[src/rtl/resp_request_parser_assert.svh]
// Assertion macros used by the parser top level.
// In synthesis builds the macros expand to nothing.
`ifndef RESP_REQUEST_PARSER_ASSERT_SVH
`define RESP_REQUEST_PARSER_ASSERT_SVH

`ifndef SYNTH

// cond must imply prop in the same cycle
`define RRP_ASSERT_IMPLIES(label, clk, rst, cond, prop) \
  label: assert property (@(posedge clk) disable iff (rst) (cond) |-> (prop)) \
    else $error("rrp assertion failed");

// expr must never be true
`define RRP_ASSERT_NEVER(label, clk, rst, expr) \
  label: assert property (@(posedge clk) disable iff (rst) !(expr)) \
    else $error("rrp assertion failed");

`else

`define RRP_ASSERT_IMPLIES(label, clk, rst, cond, prop)

`define RRP_ASSERT_NEVER(label, clk, rst, expr)

`endif

`endif

[src/rtl/rrp_pkg.sv]
`timescale 1ns / 1ps

package rrp_pkg;

  localparam int ARG_W = 17;
  localparam int CFG_W = 32;
  localparam int Q_DEPTH = 2;

  // event codes on the result channel
  localparam logic [1:0] EV_NONE     = 2'd0;
  localparam logic [1:0] EV_PAYLOAD  = 2'd1;
  localparam logic [1:0] EV_ARG_DONE = 2'd2;
  localparam logic [1:0] EV_ERROR    = 2'd3;

  // configuration register indexes
  localparam logic CFG_MAX_ARG_COUNT = 1'b0;
  localparam logic CFG_MAX_VALUE_LEN = 1'b1;

  localparam logic [ARG_W-1:0] MAX_ARG_COUNT_RST = 17'd100000;
  localparam logic [CFG_W-1:0] MAX_VALUE_LEN_RST = 32'd1048576;

  // header length limits, in bytes before the CR
  localparam logic [3:0] CNT_HDR_MAX = 4'd9;
  localparam logic [3:0] LEN_HDR_MAX = 4'd12;

  localparam logic [7:0] CH_STAR   = 8'h2A;
  localparam logic [7:0] CH_DOLLAR = 8'h24;
  localparam logic [7:0] CH_CR     = 8'h0D;
  localparam logic [7:0] CH_LF     = 8'h0A;
  localparam logic [7:0] CH_MINUS  = 8'h2D;
  localparam logic [7:0] CH_ZERO   = 8'h30;
  localparam logic [7:0] CH_NINE   = 8'h39;

  // one stream byte with its character class
  typedef struct packed {
    logic [7:0] data;
    logic       is_star;
    logic       is_dollar;
    logic       is_cr;
    logic       is_lf;
    logic       is_minus;
    logic       is_zero;
    logic       is_digit;
    logic [3:0] digit;
  } byte_class_t;

endpackage

[src/rtl/rrp_front.sv]
`timescale 1ns / 1ps

module rrp_front import rrp_pkg::*; (
  input  logic        clk,
  input  logic        rst,
  input  logic        in_valid,
  output logic        in_ready,
  input  logic [7:0]  in_byte,
  output logic        push_valid,
  input  logic        push_ready,
  output byte_class_t push_item
);

  logic        held;
  byte_class_t item;
  byte_class_t cls;

  always_comb begin
    cls.data      = in_byte;
    cls.is_star   = (in_byte == CH_STAR);
    cls.is_dollar = (in_byte == CH_DOLLAR);
    cls.is_cr     = (in_byte == CH_CR);
    cls.is_lf     = (in_byte == CH_LF);
    cls.is_minus  = (in_byte == CH_MINUS);
    cls.is_zero   = (in_byte == CH_ZERO);
    cls.is_digit  = (in_byte >= CH_ZERO) && (in_byte <= CH_NINE);
    cls.digit     = in_byte[3:0];
  end

  assign in_ready   = !held || push_ready;
  assign push_valid = held;
  assign push_item  = item;

  always_ff @(posedge clk) begin
    if (rst) begin
      held <= 1'b0;
    end else if (in_valid && in_ready) begin
      held <= 1'b1;
    end else if (push_ready) begin
      held <= 1'b0;
    end
  end

  always_ff @(posedge clk) begin
    if (in_valid && in_ready) begin
      item <= cls;
    end
  end

endmodule

[src/rtl/rrp_queue.sv]
`timescale 1ns / 1ps

module rrp_queue import rrp_pkg::*; (
  input  logic        clk,
  input  logic        rst,
  input  logic        push_valid,
  output logic        push_ready,
  input  byte_class_t push_item,
  output logic        pop_valid,
  input  logic        pop_ready,
  output byte_class_t pop_item
);

  localparam int PTR_W = $clog2(Q_DEPTH);
  localparam int CNT_W = $clog2(Q_DEPTH + 1);

  byte_class_t mem [Q_DEPTH];
  logic [PTR_W-1:0] wr_ptr;
  logic [PTR_W-1:0] rd_ptr;
  logic [CNT_W-1:0] count;
  logic push;
  logic pop;

  assign push_ready = (count != CNT_W'(Q_DEPTH));
  assign pop_valid  = (count != '0);
  assign pop_item   = mem[rd_ptr];
  assign push       = push_valid && push_ready;
  assign pop        = pop_valid && pop_ready;

  always_ff @(posedge clk) begin
    if (rst) begin
      wr_ptr <= '0;
      rd_ptr <= '0;
      count  <= '0;
    end else begin
      if (push) begin
        wr_ptr <= (wr_ptr == PTR_W'(Q_DEPTH - 1)) ? '0 : wr_ptr + PTR_W'(1);
      end
      if (pop) begin
        rd_ptr <= (rd_ptr == PTR_W'(Q_DEPTH - 1)) ? '0 : rd_ptr + PTR_W'(1);
      end
      if (push && !pop) begin
        count <= count + CNT_W'(1);
      end else if (pop && !push) begin
        count <= count - CNT_W'(1);
      end
    end
  end

  always_ff @(posedge clk) begin
    if (push) begin
      mem[wr_ptr] <= push_item;
    end
  end

endmodule

[src/rtl/rrp_back.sv]
`timescale 1ns / 1ps

module rrp_back import rrp_pkg::*; #(
  parameter int LENGTH_BITS = 32
) (
  input  logic             clk,
  input  logic             rst,
  input  logic             cfg_valid,
  input  logic             cfg_index,
  input  logic [CFG_W-1:0] cfg_data,
  input  logic             item_valid,
  output logic             item_ready,
  input  byte_class_t      item,
  output logic             out_valid,
  input  logic             out_ready,
  output logic [1:0]       event_kind,
  output logic [7:0]       payload_byte,
  output logic [ARG_W-1:0] arg_index,
  output logic             command_done,
  output logic [ARG_W-1:0] arg_total
);

  localparam int LB = LENGTH_BITS;
  localparam int XW = LB + 4;
  localparam int CW = (LB > CFG_W) ? LB : CFG_W;
  localparam logic [LB-1:0] ACC_MAX = {LB{1'b1}};

  localparam logic [3:0] PH_IDLE       = 4'd0;
  localparam logic [3:0] PH_CNT_HDR    = 4'd1;
  localparam logic [3:0] PH_CNT_LF     = 4'd2;
  localparam logic [3:0] PH_ARG_DOLLAR = 4'd3;
  localparam logic [3:0] PH_LEN_HDR    = 4'd4;
  localparam logic [3:0] PH_LEN_LF     = 4'd5;
  localparam logic [3:0] PH_PAYLOAD    = 4'd6;
  localparam logic [3:0] PH_SKIP_A     = 4'd7;
  localparam logic [3:0] PH_SKIP_B     = 4'd8;

  localparam logic [1:0] EM_NONE = 2'd0;
  localparam logic [1:0] EM_DASH = 2'd1;
  localparam logic [1:0] EM_ZERO = 2'd2;

  logic [ARG_W-1:0] max_arg_count;
  logic [CFG_W-1:0] max_value_len;

  logic [3:0]       phase, phase_next;
  logic [ARG_W-1:0] declared_args, declared_args_next;
  logic [ARG_W-1:0] args_seen, args_seen_next;
  logic [LB-1:0]    acc, acc_next;
  logic [3:0]       hdr_cnt, hdr_cnt_next;
  logic [LB-1:0]    payload_left, payload_left_next;
  logic [1:0]       empty_marker, empty_marker_next;

  logic [1:0]       ev;
  logic [7:0]       pb;
  logic             done;
  logic             err;
  logic             do_finish;

  logic [XW-1:0]    acc_x10;
  logic [LB-1:0]    acc_dig;
  logic             count_bad;
  logic             len_bad;
  logic [LB-1:0]    pl_dec;
  logic [ARG_W-1:0] seen_inc;
  logic             pop;

  assign item_ready = !out_valid || out_ready;
  assign pop        = item_valid && item_ready;

  // acc * 10 + digit, saturating at all ones
  assign acc_x10 = ({4'b0000, acc} << 3) + ({4'b0000, acc} << 1) + XW'(item.digit);
  assign acc_dig = (acc_x10[XW-1:LB] != 4'b0000) ? ACC_MAX : acc_x10[LB-1:0];

  assign count_bad = (acc == '0) || (acc == ACC_MAX) || (CW'(acc) > CW'(max_arg_count));
  assign len_bad   = (acc == '0) || (acc == ACC_MAX) || (CW'(acc) >= CW'(max_value_len));
  assign pl_dec    = payload_left - LB'(1);
  assign seen_inc  = args_seen + ARG_W'(1);

  always_comb begin
    phase_next         = phase;
    declared_args_next = declared_args;
    args_seen_next     = args_seen;
    acc_next           = acc;
    hdr_cnt_next       = hdr_cnt;
    payload_left_next  = payload_left;
    empty_marker_next  = empty_marker;
    ev                 = EV_NONE;
    pb                 = 8'h00;
    done               = 1'b0;
    err                = 1'b0;
    do_finish          = 1'b0;

    unique case (phase)
      PH_IDLE: begin
        if (item.is_star) begin
          phase_next        = PH_CNT_HDR;
          acc_next          = '0;
          hdr_cnt_next      = 4'd0;
          empty_marker_next = EM_NONE;
        end else if (item.is_dollar) begin
          // bare dollar: a one-argument command
          declared_args_next = ARG_W'(1);
          args_seen_next     = '0;
          phase_next         = PH_LEN_HDR;
          acc_next           = '0;
          hdr_cnt_next       = 4'd0;
          empty_marker_next  = EM_NONE;
        end else begin
          err = 1'b1;
        end
      end
      PH_CNT_HDR: begin
        if (item.is_cr) begin
          if (hdr_cnt == 4'd0) begin
            err = 1'b1;
          end else begin
            phase_next = PH_CNT_LF;
          end
        end else if (!item.is_digit || hdr_cnt >= CNT_HDR_MAX) begin
          err = 1'b1;
        end else begin
          hdr_cnt_next = hdr_cnt + 4'd1;
          acc_next     = acc_dig;
        end
      end
      PH_CNT_LF: begin
        if (!item.is_lf || count_bad) begin
          err = 1'b1;
        end else begin
          declared_args_next = ARG_W'(acc);
          args_seen_next     = '0;
          phase_next         = PH_ARG_DOLLAR;
        end
      end
      PH_ARG_DOLLAR: begin
        if (item.is_dollar) begin
          phase_next        = PH_LEN_HDR;
          acc_next          = '0;
          hdr_cnt_next      = 4'd0;
          empty_marker_next = EM_NONE;
        end else begin
          err = 1'b1;
        end
      end
      PH_LEN_HDR: begin
        if (item.is_cr) begin
          if (hdr_cnt == 4'd0) begin
            err = 1'b1;
          end else begin
            phase_next = PH_LEN_LF;
          end
        end else if (hdr_cnt >= LEN_HDR_MAX) begin
          err = 1'b1;
        end else if (hdr_cnt == 4'd0 && (item.is_minus || item.is_zero)) begin
          empty_marker_next = item.is_minus ? EM_DASH : EM_ZERO;
          hdr_cnt_next      = hdr_cnt + 4'd1;
        end else if (empty_marker != EM_NONE) begin
          // empty form: ignore the rest of the header
          hdr_cnt_next = hdr_cnt + 4'd1;
        end else if (!item.is_digit) begin
          err = 1'b1;
        end else begin
          hdr_cnt_next = hdr_cnt + 4'd1;
          acc_next     = acc_dig;
        end
      end
      PH_LEN_LF: begin
        if (!item.is_lf) begin
          err = 1'b1;
        end else if (empty_marker == EM_DASH) begin
          do_finish = 1'b1;
        end else if (empty_marker == EM_ZERO) begin
          phase_next = PH_SKIP_A;
        end else if (len_bad) begin
          err = 1'b1;
        end else begin
          payload_left_next = acc;
          phase_next        = PH_PAYLOAD;
        end
      end
      PH_PAYLOAD: begin
        ev                = EV_PAYLOAD;
        pb                = item.data;
        payload_left_next = pl_dec;
        if (pl_dec == '0) begin
          phase_next = PH_SKIP_A;
        end
      end
      PH_SKIP_A: begin
        phase_next = PH_SKIP_B;
      end
      PH_SKIP_B: begin
        do_finish = 1'b1;
      end
      default: begin
        err = 1'b1;
      end
    endcase

    if (do_finish) begin
      ev                = EV_ARG_DONE;
      args_seen_next    = seen_inc;
      empty_marker_next = EM_NONE;
      if (seen_inc >= declared_args) begin
        done               = 1'b1;
        phase_next         = PH_IDLE;
        declared_args_next = '0;
        args_seen_next     = '0;
        acc_next           = '0;
        hdr_cnt_next       = 4'd0;
        payload_left_next  = '0;
      end else begin
        phase_next = PH_ARG_DOLLAR;
      end
    end

    if (err) begin
      ev                 = EV_ERROR;
      pb                 = 8'h00;
      done               = 1'b0;
      phase_next         = PH_IDLE;
      declared_args_next = '0;
      args_seen_next     = '0;
      acc_next           = '0;
      hdr_cnt_next       = 4'd0;
      payload_left_next  = '0;
      empty_marker_next  = EM_NONE;
    end
  end

  always_ff @(posedge clk) begin
    if (rst) begin
      max_arg_count <= MAX_ARG_COUNT_RST;
      max_value_len <= MAX_VALUE_LEN_RST;
    end else if (cfg_valid) begin
      unique case (cfg_index)
        CFG_MAX_ARG_COUNT: max_arg_count <= cfg_data[ARG_W-1:0];
        CFG_MAX_VALUE_LEN: max_value_len <= cfg_data;
        default:           max_value_len <= max_value_len;
      endcase
    end
  end

  always_ff @(posedge clk) begin
    if (rst) begin
      phase         <= PH_IDLE;
      declared_args <= '0;
      args_seen     <= '0;
      acc           <= '0;
      hdr_cnt       <= 4'd0;
      payload_left  <= '0;
      empty_marker  <= EM_NONE;
      out_valid     <= 1'b0;
    end else begin
      if (pop) begin
        phase         <= phase_next;
        declared_args <= declared_args_next;
        args_seen     <= args_seen_next;
        acc           <= acc_next;
        hdr_cnt       <= hdr_cnt_next;
        payload_left  <= payload_left_next;
        empty_marker  <= empty_marker_next;
        out_valid     <= 1'b1;
      end else if (out_ready) begin
        out_valid <= 1'b0;
      end
    end
  end

  // result word, loaded together with the state update
  always_ff @(posedge clk) begin
    if (pop) begin
      event_kind   <= ev;
      payload_byte <= pb;
      arg_index    <= args_seen;
      command_done <= done;
      arg_total    <= declared_args;
    end
  end

endmodule

[src/rtl/resp_request_parser.sv]
`timescale 1ns / 1ps
// RESP request parser. Takes the request stream one byte per word on the in
// channel and gives one result word per byte on the out channel: nothing,
// a payload byte, an argument complete (with command_done on the last one) or
// a protocol error, after which the parser is back in idle. arg_index and
// arg_total show the argument counters as they stood before the byte. The
// sustained rate is one byte per cycle while out_ready stays high; between a
// byte and its result lie the input classify register, the two-word queue and
// the result register, and the rate rests on the parser state update for each
// byte, whose longest path is the saturating multiply-by-ten accumulate. The
// cfg channel is always ready; index 0 writes max_arg_count, index 1 writes
// max_value_len, and writes take effect on the next byte. No clearing pass
// follows reset.
`include "resp_request_parser_assert.svh"

module resp_request_parser import rrp_pkg::*; #(
  parameter int LENGTH_BITS = 32
) (
  input  logic             clk,
  input  logic             rst,
  input  logic             cfg_valid,
  output logic             cfg_ready,
  input  logic             cfg_index,
  input  logic [CFG_W-1:0] cfg_data,
  input  logic             in_valid,
  output logic             in_ready,
  input  logic [7:0]       in_byte,
  output logic             out_valid,
  input  logic             out_ready,
  output logic [1:0]       event_kind,
  output logic [7:0]       payload_byte,
  output logic [ARG_W-1:0] arg_index,
  output logic             command_done,
  output logic [ARG_W-1:0] arg_total
);

  logic        push_valid;
  logic        push_ready;
  byte_class_t push_item;
  logic        pop_valid;
  logic        pop_ready;
  byte_class_t pop_item;

  assign cfg_ready = 1'b1;

  rrp_front u_front (
    .clk        (clk),
    .rst        (rst),
    .in_valid   (in_valid),
    .in_ready   (in_ready),
    .in_byte    (in_byte),
    .push_valid (push_valid),
    .push_ready (push_ready),
    .push_item  (push_item)
  );

  rrp_queue u_queue (
    .clk        (clk),
    .rst        (rst),
    .push_valid (push_valid),
    .push_ready (push_ready),
    .push_item  (push_item),
    .pop_valid  (pop_valid),
    .pop_ready  (pop_ready),
    .pop_item   (pop_item)
  );

  rrp_back #(
    .LENGTH_BITS (LENGTH_BITS)
  ) u_back (
    .clk          (clk),
    .rst          (rst),
    .cfg_valid    (cfg_valid && cfg_ready),
    .cfg_index    (cfg_index),
    .cfg_data     (cfg_data),
    .item_valid   (pop_valid),
    .item_ready   (pop_ready),
    .item         (pop_item),
    .out_valid    (out_valid),
    .out_ready    (out_ready),
    .event_kind   (event_kind),
    .payload_byte (payload_byte),
    .arg_index    (arg_index),
    .command_done (command_done),
    .arg_total    (arg_total)
  );

  `RRP_ASSERT_IMPLIES(a_done_on_arg, clk, rst, out_valid && command_done, event_kind == EV_ARG_DONE)
  `RRP_ASSERT_IMPLIES(a_byte_only_payload, clk, rst, out_valid && event_kind != EV_PAYLOAD, payload_byte == 8'h00)
  `RRP_ASSERT_IMPLIES(a_index_in_range, clk, rst, out_valid, arg_index <= arg_total)
  `RRP_ASSERT_NEVER(a_no_pop_on_stall, clk, rst, pop_valid && pop_ready && out_valid && !out_ready)

endmodule

[config.mk]
export PLATFORM = sky130hd
export DESIGN_NAME = resp_request_parser
export DESIGN_NICKNAME = d
export VERILOG_FILES = /design/src/rtl/rrp_pkg.sv /design/src/rtl/rrp_front.sv /design/src/rtl/rrp_queue.sv /design/src/rtl/rrp_back.sv /design/src/rtl/resp_request_parser.sv
export VERILOG_INCLUDE_DIRS = /design/src /design/src/rtl
export SDC_FILE = /design/constraint.sdc
export NUM_CORES = 1
export LEC_CHECK = 0
export ABC_AREA = 1
export BUFFER_PORTS_ARGS = -buffer_cell sky130_fd_sc_hd__buf_2
export CAP_MARGIN = 30
export CORE_MARGIN = 8
export CORE_UTILIZATION = 50
export CTS_CLUSTER_SIZE = 30
export DETAILED_ROUTE_END_ITERATION = 8
export GPL_TIMING_DRIVEN = 0
export PLACE_DENSITY = 0.67
export RECOVER_POWER = 50
export SLEW_MARGIN = 25
export SYNTH_ARGS = -nofsm -noshare
export SYNTH_HDL_FRONTEND = slang
export SYNTH_SLANG_ARGS = --single-unit
[constraint.sdc]
create_clock -name clk -period 7.5 [get_ports clk]
set_input_delay 1.5 -clock clk [delete_from_list [all_inputs] [get_ports clk]]
set_output_delay 1.5 -clock clk [all_outputs]
set_load 0.05 [all_outputs]
==> out/metrics.json, run 1 <==
{
  "floorplan": {
    "die_height_um": 203,
    "dieWidth_um": 203,
    "io_pins": 94,
    "floorplan.initialDensity_pct": 50.7,
    "floorplan.die_area_um2": 41200,
    "core_area_um2": 34500,
    "core.rowCount": 68
  },
  "global_route": {
    "global_route.usage.total_pct": 26.7,
    "aggregate_global_routing_overflow": 0,
    "grt_pass1_vias": 16400,
    "grt_pass1_wl_mm": 88.8,
    "antenna_found_initial": 1,
    "grt_start_max_net_pins": 44
  },
  "sta": {
    "drv_slew": 44,
    "finalWorstPathRequiredPeriod_ps": 4580,
    "setup_viol": 0,
    "fin_crit_sh_pct": 61.1,
    "grt_setup_unrepaired": "no",
    "fmax_ghz": 0.218,
    "setup_total_negative_slack_ps": 0,
    "max_slew.worst_pin.slew_ps": 2210,
    "timing.clock.skew_ps": 33.0,
    "finalHoldViolations": 0,
    "timing.max_slew.rel_slack_pct": -47.5
  },
  "worst_setup_path": {
    "setup.worst_path.end_class": "flip-flop",
    "critical_path_buffer_and_inverter_count": 5,
    "timing.critical_path.arrival_ps": 4960,
    "critPathTopFamily": "simple AND/OR/NAND/NOR gates",
    "worst_path_largest_cell_delay_ps": 580,
    "critical_path_class": "reg2reg",
    "critical_path.slowest_cell": "sky130_fd_sc_hd__fa_1",
    "crit_chain": "inv_2, buf_6, or2_2, o21ai_0, inv_1, fa_1, inv_1, fa_1, o21ai_1, nand2_1, nand2_1, nand2_1, nand2_1, nand2_1, nand3_1, nand2_1, nor2_1, buf_2, nand3_1, nand2_1, nand3_1, nand2_1, a21oi_1",
    "timing.critical_path.fanout_max": 10,
    "required_ps": 7870,
    "critPathLaunchType": "flip-flop",
    "path_common_cell": "sky130_fd_sc_hd__nand2_1"
  },
  "outcome": {
    "outcome": "finished with violations",
    "failed_checks": "capacitance limit, slew limit"
  },
  "placement": {
    "dpl-instance-area_um2": 18600,
    "post-dp-hpwl_mm": 43.6,
    "placed_cells_incl_taps": 3094,
    "portBuffers": 91,
    "finalWeightedCongestion": 0.955
  },
  "synthesis": {
    "syn_nets": 2730,
    "asyncSetResetFlopFracSynth_pct": 0,
    "synth_flop_cell": "sky130_fd_sc_hd__dfxtp_1",
    "count_of_synthesis_stage_warnings_from_yosys": 0,
    "synthCells": 2546,
    "synth-edff-count": 90,
    "synth_area_leaders": "sky130_fd_sc_hd__dfxtp_1 19%, sky130_fd_sc_hd__edfxtp_1 15%, sky130_fd_sc_hd__nand2_1 15%",
    "synthesis.area_um2": 17500,
    "synth_area_per_cell_um2": 6.87,
    "synth_seq_area_share_pct": 34.2,
    "synthDominantAreaCellType": "sky130_fd_sc_hd__dfxtp_1",
    "yosys_register_bits": 254,
    "synth.top_cell.area_share_pct": 18.8,
    "ys_types": 54
  },
  "layout": {
    "finalNonFillerCells": 3147,
    "areaGrowthSynthToFinish_pct": 11.4,
    "nNetsFinal": 2854,
    "insertedDiodeCount": 0,
    "final_layout_size_suffix_gt1_share_pct": 7.06,
    "final_cell_area_um2": 19500
  },
  "routing": {
    "detailedRoute.firstPassIterationCount": 5,
    "postRouteWirelength_mm": 56.0,
    "route.detailed.drc": 0,
    "final_antenna_net_count": 0,
    "via_count": 17200,
    "detail_route.iter0.violations": 1163,
    "vias_per_cell": 5.46,
    "wire_per_inst_um": 17.8
  },
  "clock_network": {
    "post-cts-setup-buffers": 0,
    "tritoncts": "yes",
    "clock_path_buffers": 3,
    "ctsResizeCount": 0,
    "cts.clk_slew.worst_paths_ps": 60,
    "clk_root_buffer_cell": "sky130_fd_sc_hd__clkbuf_16",
    "numClockSinks": 254,
    "cts_buffers": 29,
    "worst_skew_pair.late_latency_ps": 570,
    "ctsHoldBuffers": 0,
    "htree_num_levels": 1
  },
  "flow_run": {
    "maxcap_violations": 1
  },
  "power": {
    "ir_worst_vdd_mv": 0.374,
    "leakagePower_nw": 9.22,
    "power.density_cell_area_nw_per_um2": 313,
    "total_power_w": 0.00609
  },
  "hold_path": {
    "min_path_type": "reg2reg"
  }
}
power by group:
group	total, W	switching (W)	internal [W]
Combinational	0.00287	0.00214	0.000732
Clock	0.00145	0.000585	0.000862
Sequential	0.00177	0.000105	0.00166
placed cells by master, fill, tap and decap left out, drive strengths merged, types with 45 or more instances in the layout:
cell type	instances
o21ai	123
clkbuf	112
edfxtp	90
nand3	189
dfxtp	164
o211ai	48
xor2	45
inv	269
a21oi	226
nand2	712
buf	112
nor2	302
ha	136
sequential cells by signal (all words and copies together), names as in the netlist, 17 cells and up, named ones only:
signal and count:
u_back.acc 32, u_queue.mem 30, u_back.max_value_len 32, u_back.arg_total 17
u_back.max_arg_count 17, u_back.args_seen 17, u_back.declared_args 17, u_back.arg_index 17
u_back.payload_left 32
logic make-up (layout without fill, tap and decap cells):
kind of cell / count (synthesis) / in the layout / synth area share, %
muxes: 1 / 1 / 0.0573
and+or+nand+nor: 1304 / 1304 / 31.1
adders and majority gates: 138 / 138 / 9.96
AOI/OAI and AO/OA: 426 / 426 / 13.5
xor gates and xnor gates: 61 / 61 / 3.06
other: 1 / 1 / 0.0214
DFF: 254 / 254 / 34.2
buffers and inverters: 361 / 507 / 8.10
cells in the mapped netlist (2+ instances only):
master	n
sky130_fd_sc_hd__nand2_1	704
sky130_fd_sc_hd__nor2_1	297
sky130_fd_sc_hd__inv_1	257
sky130_fd_sc_hd__a21oi_1	225
sky130_fd_sc_hd__nand3_1	188
sky130_fd_sc_hd__dfxtp_1	164
sky130_fd_sc_hd__ha_1	136
sky130_fd_sc_hd__o21ai_0	116
sky130_fd_sc_hd__edfxtp_1	90
sky130_fd_sc_hd__clkbuf_1	65
sky130_fd_sc_hd__o211ai_1	48
sky130_fd_sc_hd__xor2_1	45
sky130_fd_sc_hd__nor3_1	35
sky130_fd_sc_hd__nand4_1	34
sky130_fd_sc_hd__buf_2	19
sky130_fd_sc_hd__xnor2_1	16
sky130_fd_sc_hd__nand3b_1	11
sky130_fd_sc_hd__a21o_1	10
sky130_fd_sc_hd__inv_2	9
sky130_fd_sc_hd__or2_2	7
sky130_fd_sc_hd__nand2_2	6
sky130_fd_sc_hd__o21bai_1	5
sky130_fd_sc_hd__buf_6	4
sky130_fd_sc_hd__nor4_1	4
sky130_fd_sc_hd__o21ai_1	4
sky130_fd_sc_hd__buf_1	3
sky130_fd_sc_hd__nor2_2	3
sky130_fd_sc_hd__o21ai_2	3
sky130_fd_sc_hd__or2_1	3
sky130_fd_sc_hd__a21boi_0	2
sky130_fd_sc_hd__a31oi_1	2
sky130_fd_sc_hd__and2_1	2
sky130_fd_sc_hd__buf_4	2
sky130_fd_sc_hd__clkinv_1	2
sky130_fd_sc_hd__fa_1	2
sky130_fd_sc_hd__nand2_4	2
sky130_fd_sc_hd__nor2_4	2
sky130_fd_sc_hd__nor3_2	2
sky130_fd_sc_hd__o21a_1	2
worst register-to-register path, cell delays in order (launching register included):
cell	delay [ps]
sky130_fd_sc_hd__dfxtp_1	500
sky130_fd_sc_hd__inv_2	120
sky130_fd_sc_hd__buf_6	160
sky130_fd_sc_hd__or2_2	260
sky130_fd_sc_hd__o21ai_0	140
sky130_fd_sc_hd__inv_1	120
sky130_fd_sc_hd__fa_1	580
sky130_fd_sc_hd__inv_1	70
sky130_fd_sc_hd__fa_1	450
sky130_fd_sc_hd__o21ai_1	300
sky130_fd_sc_hd__nand2_1	80
sky130_fd_sc_hd__nand2_1	130
sky130_fd_sc_hd__nand2_1	90
sky130_fd_sc_hd__nand2_1	160
sky130_fd_sc_hd__nand2_1	110
sky130_fd_sc_hd__nand3_1	100
sky130_fd_sc_hd__nand2_1	50
sky130_fd_sc_hd__nor2_1	300
sky130_fd_sc_hd__buf_2	290
sky130_fd_sc_hd__nand3_1	100
sky130_fd_sc_hd__nand2_1	80
sky130_fd_sc_hd__nand3_1	70
sky130_fd_sc_hd__nand2_1	60
sky130_fd_sc_hd__a21oi_1	90
layout make-up:
cell class	count	area, µm²
fill	3423	15000
multi-input combinational	1931	10100
sequential	254	5990
inverter	268	1010
clock buffer	38	769
tap	455	569
timing repair buffer	93	460
buffer	93	410
clock inverter	15	191
layer usage:
metal / GRT usage [%] / up-vias / part of all wire (%)
li1: - / 8653 / -
met1: 35.9 / 7963 / 46
met2: 43.2 / 488 / 44
met3: 3.87 / 86 / 6.0
met4: 9.61 / 0 / 3.9
met5: 0 / - / 0
metrics by stage:
stage | setup WS [ps] | hold slack [ps] | utilization (%)
floorplan | 3710 | 421 | -
global placement | 1880 | 423 | 53.7
detailed placement | 2940 | 431 | 53.8
CTS | 2910 | 444 | 56.6
global route | 2560 | 451 | 56.5
finish | 2920 | 444 | 56.5
path summary, 6_finish.rpt:
| path | cells past startpoint | start | slack, ps | endpoint |
|---|---|---|---|---|
| max | 23 | flip-flop | 2920 | u_back.acc[31] |
| min | 0 | u_front.push_item[10] | 440 | u_queue.mem[1][10] |
| max reg2reg | 23 | flip-flop | 2920 | u_back.acc[31] |
| min reg2reg | 0 | u_front.push_item[10] | 440 | u_queue.mem[1][10] |
(Power assumes the default switching activity.)
==> run 2, diff against run 1 <==
--- a/config.mk
+++ b/config.mk
@@ -14,7 +14,7 @@
 export CTS_CLUSTER_SIZE = 30
 export DETAILED_ROUTE_END_ITERATION = 8
 export GPL_TIMING_DRIVEN = 0
-export PLACE_DENSITY = 0.67
+export PLACE_DENSITY = 0.7
 export RECOVER_POWER = 50
 export SLEW_MARGIN = 25
 export SYNTH_ARGS = -nofsm -noshare
==> constraint.sdc (replaced) <==
create_clock -name clk -period 4.1 [get_ports clk]
set_input_delay 0.82 -clock clk [delete_from_list [all_inputs] [get_ports clk]]
set_output_delay 0.82 -clock clk [all_outputs]
set_load 0.05 [all_outputs]
==> out/metrics.json, run 2 (synthesis gave the netlist of run 1 again) <==
{
  "outcome": {
    "outcome": "finished with violations",
    "failed_checks": "capacitance limit, slew limit"
  },
  "floorplan": {
    "floorplan.die_area": {"value": 41200, "unit": "µm²", "change": "unchanged"},
    "core.rowCount": {"value": 68, "change": "unchanged"},
    "io_pins": {"value": 94, "change": "unchanged"},
    "core_area": {"value": 34500, "unit": "µm²", "change": "unchanged"},
    "die_height": {"value": 203, "unit": "µm", "change": "unchanged"},
    "dieWidth": {"value": 203, "unit": "µm", "change": "unchanged"},
    "floorplan.initialDensity": {"value": 50.7, "unit": "%", "change": "unchanged"}
  },
  "global_route": {
    "global_route.usage.total": {"value": 26.7, "unit": "%", "change": "about the same"},
    "aggregate_global_routing_overflow": {"value": 0, "change": "unchanged"},
    "antenna_found_initial": {"value": 0, "change": "-1"},
    "grt_start_max_net_pins": {"value": 44, "change": "unchanged"},
    "grt_pass1_vias": {"value": 16700, "change": "+1.7%"},
    "grt_pass1_wl": {"value": 89.2, "unit": "mm", "change": "+0.44%"}
  },
  "routing": {
    "final_antenna_net_count": {"value": 0, "change": "unchanged"},
    "postRouteWirelength": {"value": 56.5, "unit": "mm", "change": "+0.82%"},
    "route.detailed.drc": {"value": 0, "change": "unchanged"},
    "vias_per_cell": {"value": 5.48, "change": "+0.25%"},
    "via_count": {"value": 17300, "change": "+0.73%"},
    "detailedRoute.firstPassIterationCount": {"value": 5, "change": "unchanged"},
    "detail_route.iter0.violations": {"value": 1306, "change": "+12%"},
    "wire_per_inst": {"value": 17.9, "unit": "µm", "change": "+0.34%"}
  },
  "worst_setup_path": {
    "critical_path.slowest_cell": "sky130_fd_sc_hd__fa_2",
    "required": {"value": 4530, "unit": "ps", "change": "-3340 ps"},
    "critPathTopFamily": "simple AND/OR/NAND/NOR gates",
    "timing.critical_path.fanout_max": {"value": 10, "change": "unchanged"},
    "worst_path_largest_cell_delay": {"value": 390, "unit": "ps", "change": "-190 ps"},
    "critical_path_class": "reg2reg",
    "critPathLaunchType": "flip-flop",
    "critical_path_buffer_and_inverter_count": {"value": 5, "change": "unchanged"},
    "timing.critical_path.arrival": {"value": 4330, "unit": "ps", "change": "-630 ps"},
    "path_common_cell": "sky130_fd_sc_hd__nand2_1",
    "crit_chain": "inv_2, buf_6, or2_2, o21ai_2, inv_1, ha_1, ha_2, inv_1, fa_2, o21ai_4, nand2_1, nand2_2, nand2_1, nand2_2, nand2_1, nand3_1, nand2_1, nor2_4, buf_4, nand3_1, nand2_1, nand2_1, nand2_1, a21oi_1",
    "setup.worst_path.end_class": "flip-flop"
  },
  "clock_network": {
    "worst_skew_pair.late_latency": {"value": 560, "unit": "ps", "change": "about the same"},
    "numClockSinks": {"value": 254, "change": "unchanged"},
    "htree_num_levels": {"value": 1, "change": "unchanged"},
    "clock_path_buffers": {"value": 3, "change": "unchanged"},
    "clk_root_buffer_cell": "sky130_fd_sc_hd__clkbuf_16",
    "tritoncts": "yes",
    "cts_buffers": {"value": 29, "change": "unchanged"},
    "cts.clk_slew.worst_paths": {"value": 70, "unit": "ps", "change": "about the same"}
  },
  "layout": {
    "nNetsFinal": {"value": 2869, "change": "+0.53%"},
    "num-fill-cells": {"value": 3401, "change": "-0.64%"},
    "insertedDiodeCount": {"value": 0, "change": "unchanged"},
    "regArea": {"value": 5990, "unit": "µm²", "change": "+0.15%"},
    "reg_top3": "u_back.acc: 32 flops, u_back.max_value_len: 32 flops, u_back.payload_left: 32 flops",
    "multi_input_area": {"value": 10200, "unit": "µm²", "change": "+0.76%"},
    "most_frequent_standard_cell_in_the_layout_excluding_fill_and_tap_cells": "sky130_fd_sc_hd__nand2_1",
    "finalNonFillerCells": {"value": 3162, "change": "+0.48%"},
    "final_layout_size_suffix_gt1_share": {"value": 8.20, "unit": "%", "change": "+1.1 points"},
    "most-common-layout-cells": "701 x sky130_fd_sc_hd__nand2_1, 293 x sky130_fd_sc_hd__nor2_1, 255 x sky130_fd_sc_hd__inv_1",
    "areaGrowthSynthToFinish_pct": 12.8
  },
  "sta": {
    "fmax": {"value": 0.256, "unit": "GHz", "change": "+17%"},
    "drv_slew": {"value": 8, "change": "-82%"},
    "finalHoldViolations": {"value": 0, "change": "unchanged"},
    "setup_viol": {"value": 0, "change": "unchanged"},
    "timing.max_slew.rel_slack": {"value": -1.41, "unit": "%", "change": "+46 points"},
    "finalWorstPathRequiredPeriod": {"value": 3900, "unit": "ps", "change": "-682 ps"},
    "timing.clock.skew": {"value": 12.1, "unit": "ps", "change": "-20.9 ps"},
    "max_slew.worst_pin.slew": {"value": 1520, "unit": "ps", "change": "-692 ps"},
    "final.hold.worst_slack": {"value": 447, "unit": "ps", "change": "+2.49 ps"},
    "fin_crit_sh": {"value": 95.2, "unit": "%", "change": "+34 points"}
  },
  "power": {
    "leakagePower": {"value": 9.30, "unit": "nW", "change": "+0.87%"},
    "ir_worst_vdd": {"value": 0.574, "unit": "mV", "change": "+54%"},
    "power.density_cell_area": {"value": 570, "unit": "nW/µm²", "change": "+82%"},
    "total_power": {"value": 0.0112, "unit": "W", "change": "+85%"}
  },
  "placement": {
    "post-dp-hpwl": {"value": 43.3, "unit": "mm", "change": "-0.64%"},
    "finalWeightedCongestion": {"value": 0.948, "change": "-0.82%"},
    "portBuffers": {"value": 91, "change": "unchanged"},
    "placed_cells_incl_taps": {"value": 3093, "change": "-0.032%"}
  },
  "hold_path": {
    "min_path_type": "reg2reg"
  },
  "flow_run": {
    "maxcap_violations": {"value": 1, "change": "unchanged"}
  }
}
-- run 2: area by class of cell --
| cell class | instances | area share [%] |
|---|---|---|
| Multi-Input combinational cell | 1931 | 51.5 |
| Sequential cell | 254 | 30.4 |
| Inverter | 268 | 5.11 |
| Clock buffer | 37 | 4.14 |
| Timing Repair Buffer | 109 | 2.97 |
| Tap cell | 455 | 2.89 |
| Buffer | 92 | 2.17 |
| Clock inverter | 16 | 0.843 |
-- run 2: per-stage QoR --
step | area, µm² | setup WS (ps) | setup TNS (ps) | utilization [%]
2_1_floorplan | 17500 | 425 | 0 | -
3_3_place_gp | 18500 | -795 | -62140 | 53.7
3_5_place_dp | 18500 | -625 | -28210 | 53.8
4_1_cts | 19600 | -11.9 | -18.4 | 56.9
5_1_grt | 19700 | -35.7 | -474 | 57.3
6_report | 19700 | 197 | 0 | 57.3
-- run 2: power by group --
part / leakage (nW) / switching [W] / internal, W
clock network: 0.475 / 0.00112 / 0.00155
logic: 6.62 / 0.00396 / 0.00138
registers: 2.21 / 0.000191 / 0.00303
total: 9.30 / 0.00527 / 0.00596
-- run 2: worst paths after layout --
| path | start | to | slack [ps] | depth (start not counted) |
|---|---|---|---|---|
| max | flip-flop | u_back.acc[30] | 200 | 24 |
| min reg2reg | u_front.push_item[8] | u_queue.mem[0][8] | 450 | 0 |
| min | u_front.push_item[8] | u_queue.mem[0][8] | 450 | 0 |
| max reg2reg | flip-flop | u_back.acc[30] | 200 | 24 |
-- run 2: what timing repair did --
action,in CTS,in global routing
hold buffers,0,0
hold endpoints to repair,0,0
pin swaps,3,10
gates cloned,0,3
resized for setup,16,30
buffers inserted,3,11
endpoints found under the setup margin,85,95
-- run 2: layer usage --
layer / routed length, µm / track usage, %
met1: 25300 / 36.0
met2: 25200 / 43.1
met3: 3820 / 3.49
met4: 2150 / 10.2
met5: 0 / 0
==> run 3, diff against run 2 <==
--- a/config.mk
+++ b/config.mk
@@ -9,12 +9,12 @@
 export ABC_AREA = 1
 export BUFFER_PORTS_ARGS = -buffer_cell sky130_fd_sc_hd__buf_2
 export CAP_MARGIN = 30
+export CORE_ASPECT_RATIO = 1.1
 export CORE_MARGIN = 8
 export CORE_UTILIZATION = 50
 export CTS_CLUSTER_SIZE = 30
 export DETAILED_ROUTE_END_ITERATION = 8
-export GPL_TIMING_DRIVEN = 0
-export PLACE_DENSITY = 0.7
+export PLACE_DENSITY = 0.67
 export RECOVER_POWER = 50
 export SLEW_MARGIN = 25
 export SYNTH_ARGS = -nofsm -noshare
==> out/metrics.json, run 3 (synthesis gave the netlist of run 1 again) <==
{
  "sta": {
    "max_slew.worst_pin.slew": {"value": 1810, "unit": "ps", "change": "+286 ps"},
    "fmax": {"value": 0.265, "unit": "GHz", "change": "+3.3%"},
    "timing.max_slew.rel_slack": {"value": -20.5, "unit": "%", "change": "-19 points"},
    "fin_crit_sh": {"value": 92.2, "unit": "%", "change": "-3.0 points"},
    "drv_slew": {"value": 39, "change": "+31"},
    "setup_viol": {"value": 0, "change": "unchanged"},
    "finalWorstPathRequiredPeriod": {"value": 3780, "unit": "ps", "change": "-124 ps"},
    "timing.final.ws_setup": {"value": 321, "unit": "ps", "change": "+124 ps"},
    "finalHoldViolations": {"value": 0, "change": "unchanged"},
    "timing.clock.skew": {"value": 18.6, "unit": "ps", "change": "+6.44 ps"}
  },
  "clock_network": {
    "cts.clk_slew.worst_paths": {"value": 70, "unit": "ps", "change": "about the same"},
    "cts_buffers": {"value": 29, "change": "unchanged"},
    "htree_num_levels": {"value": 1, "change": "unchanged"},
    "numClockSinks": {"value": 254, "change": "unchanged"},
    "ctsHoldBuffers": {"value": 0, "change": "unchanged"},
    "tritoncts": "yes",
    "worst_skew_pair.late_latency": {"value": 590, "unit": "ps", "change": "+30 ps"},
    "clock_path_buffers": {"value": 3, "change": "unchanged"},
    "clk_root_buffer_cell": "sky130_fd_sc_hd__clkbuf_16"
  },
  "layout": {
    "insertedDiodeCount": {"value": 0, "change": "unchanged"},
    "most_frequent_standard_cell_in_the_layout_excluding_fill_and_tap_cells": "sky130_fd_sc_hd__nand2_1",
    "most-common-layout-cells": "703 x sky130_fd_sc_hd__nand2_1, 295 x sky130_fd_sc_hd__nor2_1, 257 x sky130_fd_sc_hd__inv_1",
    "nNetsFinal": {"value": 2814, "change": "-1.9%"},
    "reg_top3": "u_back.acc: 32 flops, u_back.max_value_len: 32 flops, u_back.payload_left: 32 flops",
    "final_layout_size_suffix_gt1_share": {"value": 8.52, "unit": "%", "change": "+0.32 points"},
    "areaGrowthSynthToFinish_pct": 12.1,
    "num-fill-cells": {"value": 3381, "change": "-0.59%"}
  },
  "floorplan": {
    "io_pins": {"value": 94, "change": "unchanged"},
    "core_area": {"value": 34800, "unit": "µm²", "change": "+0.92%"},
    "die_height": {"value": 212, "unit": "µm", "change": "+4.5%"},
    "dieWidth": {"value": 194, "unit": "µm", "change": "-4.3%"},
    "floorplan.die_area": {"value": 41200, "unit": "µm²", "change": "about the same"},
    "floorplan.initialDensity": {"value": 50.3, "unit": "%", "change": "-0.46 points"},
    "core.rowCount": {"value": 72, "change": "+5.9%"}
  },
  "placement": {
    "place_worst_setup_slack": {"value": 28.6, "unit": "ps", "change": "+654 ps"},
    "finalWeightedCongestion": {"value": 0.964, "change": "+1.7%"},
    "post-dp-hpwl": {"value": 40.1, "unit": "mm", "change": "-7.4%"},
    "portBuffers": {"value": 92, "change": "+1.1%"}
  },
  "routing": {
    "via_count": {"value": 17100, "change": "-1.3%"},
    "detail_route.iter0.violations": {"value": 1313, "change": "+0.54%"},
    "wire_per_inst": {"value": 17.3, "unit": "µm", "change": "-3.2%"},
    "route.detailed.drc": {"value": 0, "change": "unchanged"},
    "vias_per_cell": {"value": 5.52, "change": "+0.82%"},
    "final_antenna_net_count": {"value": 0, "change": "unchanged"},
    "detailedRoute.firstPassIterationCount": {"value": 8, "change": "+3"},
    "postRouteWirelength": {"value": 53.5, "unit": "mm", "change": "-5.2%"}
  },
  "global_route": {
    "grt_pass1_vias": {"value": 16200, "change": "-3.0%"},
    "grt_start_max_net_pins": {"value": 74, "change": "+68%"},
    "global_route.usage.total": {"value": 25.1, "unit": "%", "change": "-1.6 points"},
    "grt_pass1_wl": {"value": 84.5, "unit": "mm", "change": "-5.3%"},
    "antenna_found_initial": {"value": 0, "change": "unchanged"},
    "aggregate_global_routing_overflow": {"value": 0, "change": "unchanged"}
  },
  "power": {
    "leakagePower": {"value": 9.37, "unit": "nW", "change": "+0.71%"},
    "ir_worst_vdd": {"value": 0.588, "unit": "mV", "change": "+2.3%"},
    "total_power": {"value": 0.0112, "unit": "W", "change": "-0.47%"},
    "power.density_cell_area": {"value": 571, "unit": "nW/µm²", "change": "+0.22%"}
  },
  "worst_setup_path": {
    "worst_path_largest_cell_delay": {"value": 380, "unit": "ps", "change": "about the same"},
    "critical_path_buffer_and_inverter_count": {"value": 4, "change": "-1"},
    "required": {"value": 4510, "unit": "ps", "change": "-20 ps"},
    "critPathTopFamily": "simple AND/OR/NAND/NOR gates",
    "timing.critical_path.fanout_max": {"value": 26, "change": "+16"},
    "setup.worst_path.end_class": "flip-flop",
    "critPathLaunchType": "flip-flop",
    "crit_chain": "ha_1, nand3_1, nor3b_2, nand4_1, nor2_1, inv_1, nor2_1, xor2_1, inv_1, ha_1, nand2_1, nor3_4, nand4_1, nand4_1, nand2_1, inv_1, nor2_2, nand2_4, buf_8, nor2_1, nand2_1, a21oi_1",
    "critical_path_class": "reg2reg",
    "timing.critical_path.arrival": {"value": 4190, "unit": "ps", "change": "-140 ps"},
    "critical_path.slowest_cell": "sky130_fd_sc_hd__dfxtp_2"
  },
  "outcome": {
    "failed_checks": "capacitance limit, slew limit",
    "outcome": "finished with violations"
  },
  "hold_path": {
    "min_path_type": "reg2reg"
  },
  "flow_run": {
    "maxcap_violations": {"value": 1, "change": "unchanged"}
  }
}
[run 3: final cells by class]
class	count	area (µm²)	area share [%]
inverter	268	1010	5.15
tap	444	556	2.84
clock buffer	41	821	4.19
clock inverter	12	164	0.837
sequential	254	5990	30.6
multi-input combinational	1931	10100	51.6
timing repair buffer	146	937	4.78
[run 3: through the flow]
step	setup TNS [ps]	instance area [µm²]	std cells	utilization (%)	hold WS, ps
detailed placement	0	18500	3039	53.3	429
CTS	0	19500	3092	56.1	444
global route	-0.0591	19600	3096	56.3	447
floorplan	0	17500	2546	-	421
finish	0	19600	3096	56.3	445
global placement	0	18500	3039	53.3	424
[run 3: metal layers]
layer	up-vias	GRT usage, %	part of all wire (%)	wire [µm]
met5	-	0	0	0
met4	0	11.5	4.8	2580
met3	131	4.31	6.4	3440
met2	559	42.4	46	24500
met1	7829	31.3	43	23000
li1	8573	-	-	-
[run 3: power breakdown]
group | internal [W] | leakage (nW) | switching [W]
Combinational | 0.00138 | 6.68 | 0.00390
Sequential | 0.00303 | 2.21 | 0.000194
Clock | 0.00159 | 0.478 | 0.00109
Total | 0.00600 | 9.37 | 0.00518
[run 3: final timing paths]
kind | startpoint | to | slack (ps) | cells past startpoint
worst max register to register | u_back.args_seen[0] | u_back.acc[30] | 320 | 22
worst min-delay path | u_front.push_item[0] | u_queue.mem[1][11] | 450 | 0
worst min register to register | u_front.push_item[0] | u_queue.mem[1][11] | 450 | 0
worst max-delay path | u_back.args_seen[0] | u_back.acc[30] | 320 | 22
[run 3: worst register-to-register path: stages, from the launching register on]
cell	delay (ps)
sky130_fd_sc_hd__dfxtp_2	380
sky130_fd_sc_hd__ha_1	190
sky130_fd_sc_hd__nand3_1	160
sky130_fd_sc_hd__nor3b_2	270
sky130_fd_sc_hd__nand4_1	140
sky130_fd_sc_hd__nor2_1	160
sky130_fd_sc_hd__inv_1	80
sky130_fd_sc_hd__nor2_1	140
sky130_fd_sc_hd__xor2_1	240
sky130_fd_sc_hd__inv_1	80
sky130_fd_sc_hd__ha_1	310
sky130_fd_sc_hd__nand2_1	110
sky130_fd_sc_hd__nor3_4	220
sky130_fd_sc_hd__nand4_1	150
sky130_fd_sc_hd__nand4_1	180
sky130_fd_sc_hd__nand2_1	70
sky130_fd_sc_hd__inv_1	130
sky130_fd_sc_hd__nor2_2	60
sky130_fd_sc_hd__nand2_4	110
sky130_fd_sc_hd__buf_8	210
sky130_fd_sc_hd__nor2_1	70
sky130_fd_sc_hd__nand2_1	60
sky130_fd_sc_hd__a21oi_1	70
[run 3: what timing repair did]
item / CTS / global route
gates resized for setup: 0 / 14
hold endpoints to repair: 0 / 0
endpoints found under the setup margin: 0 / 102
setup buffers: 0 / 2
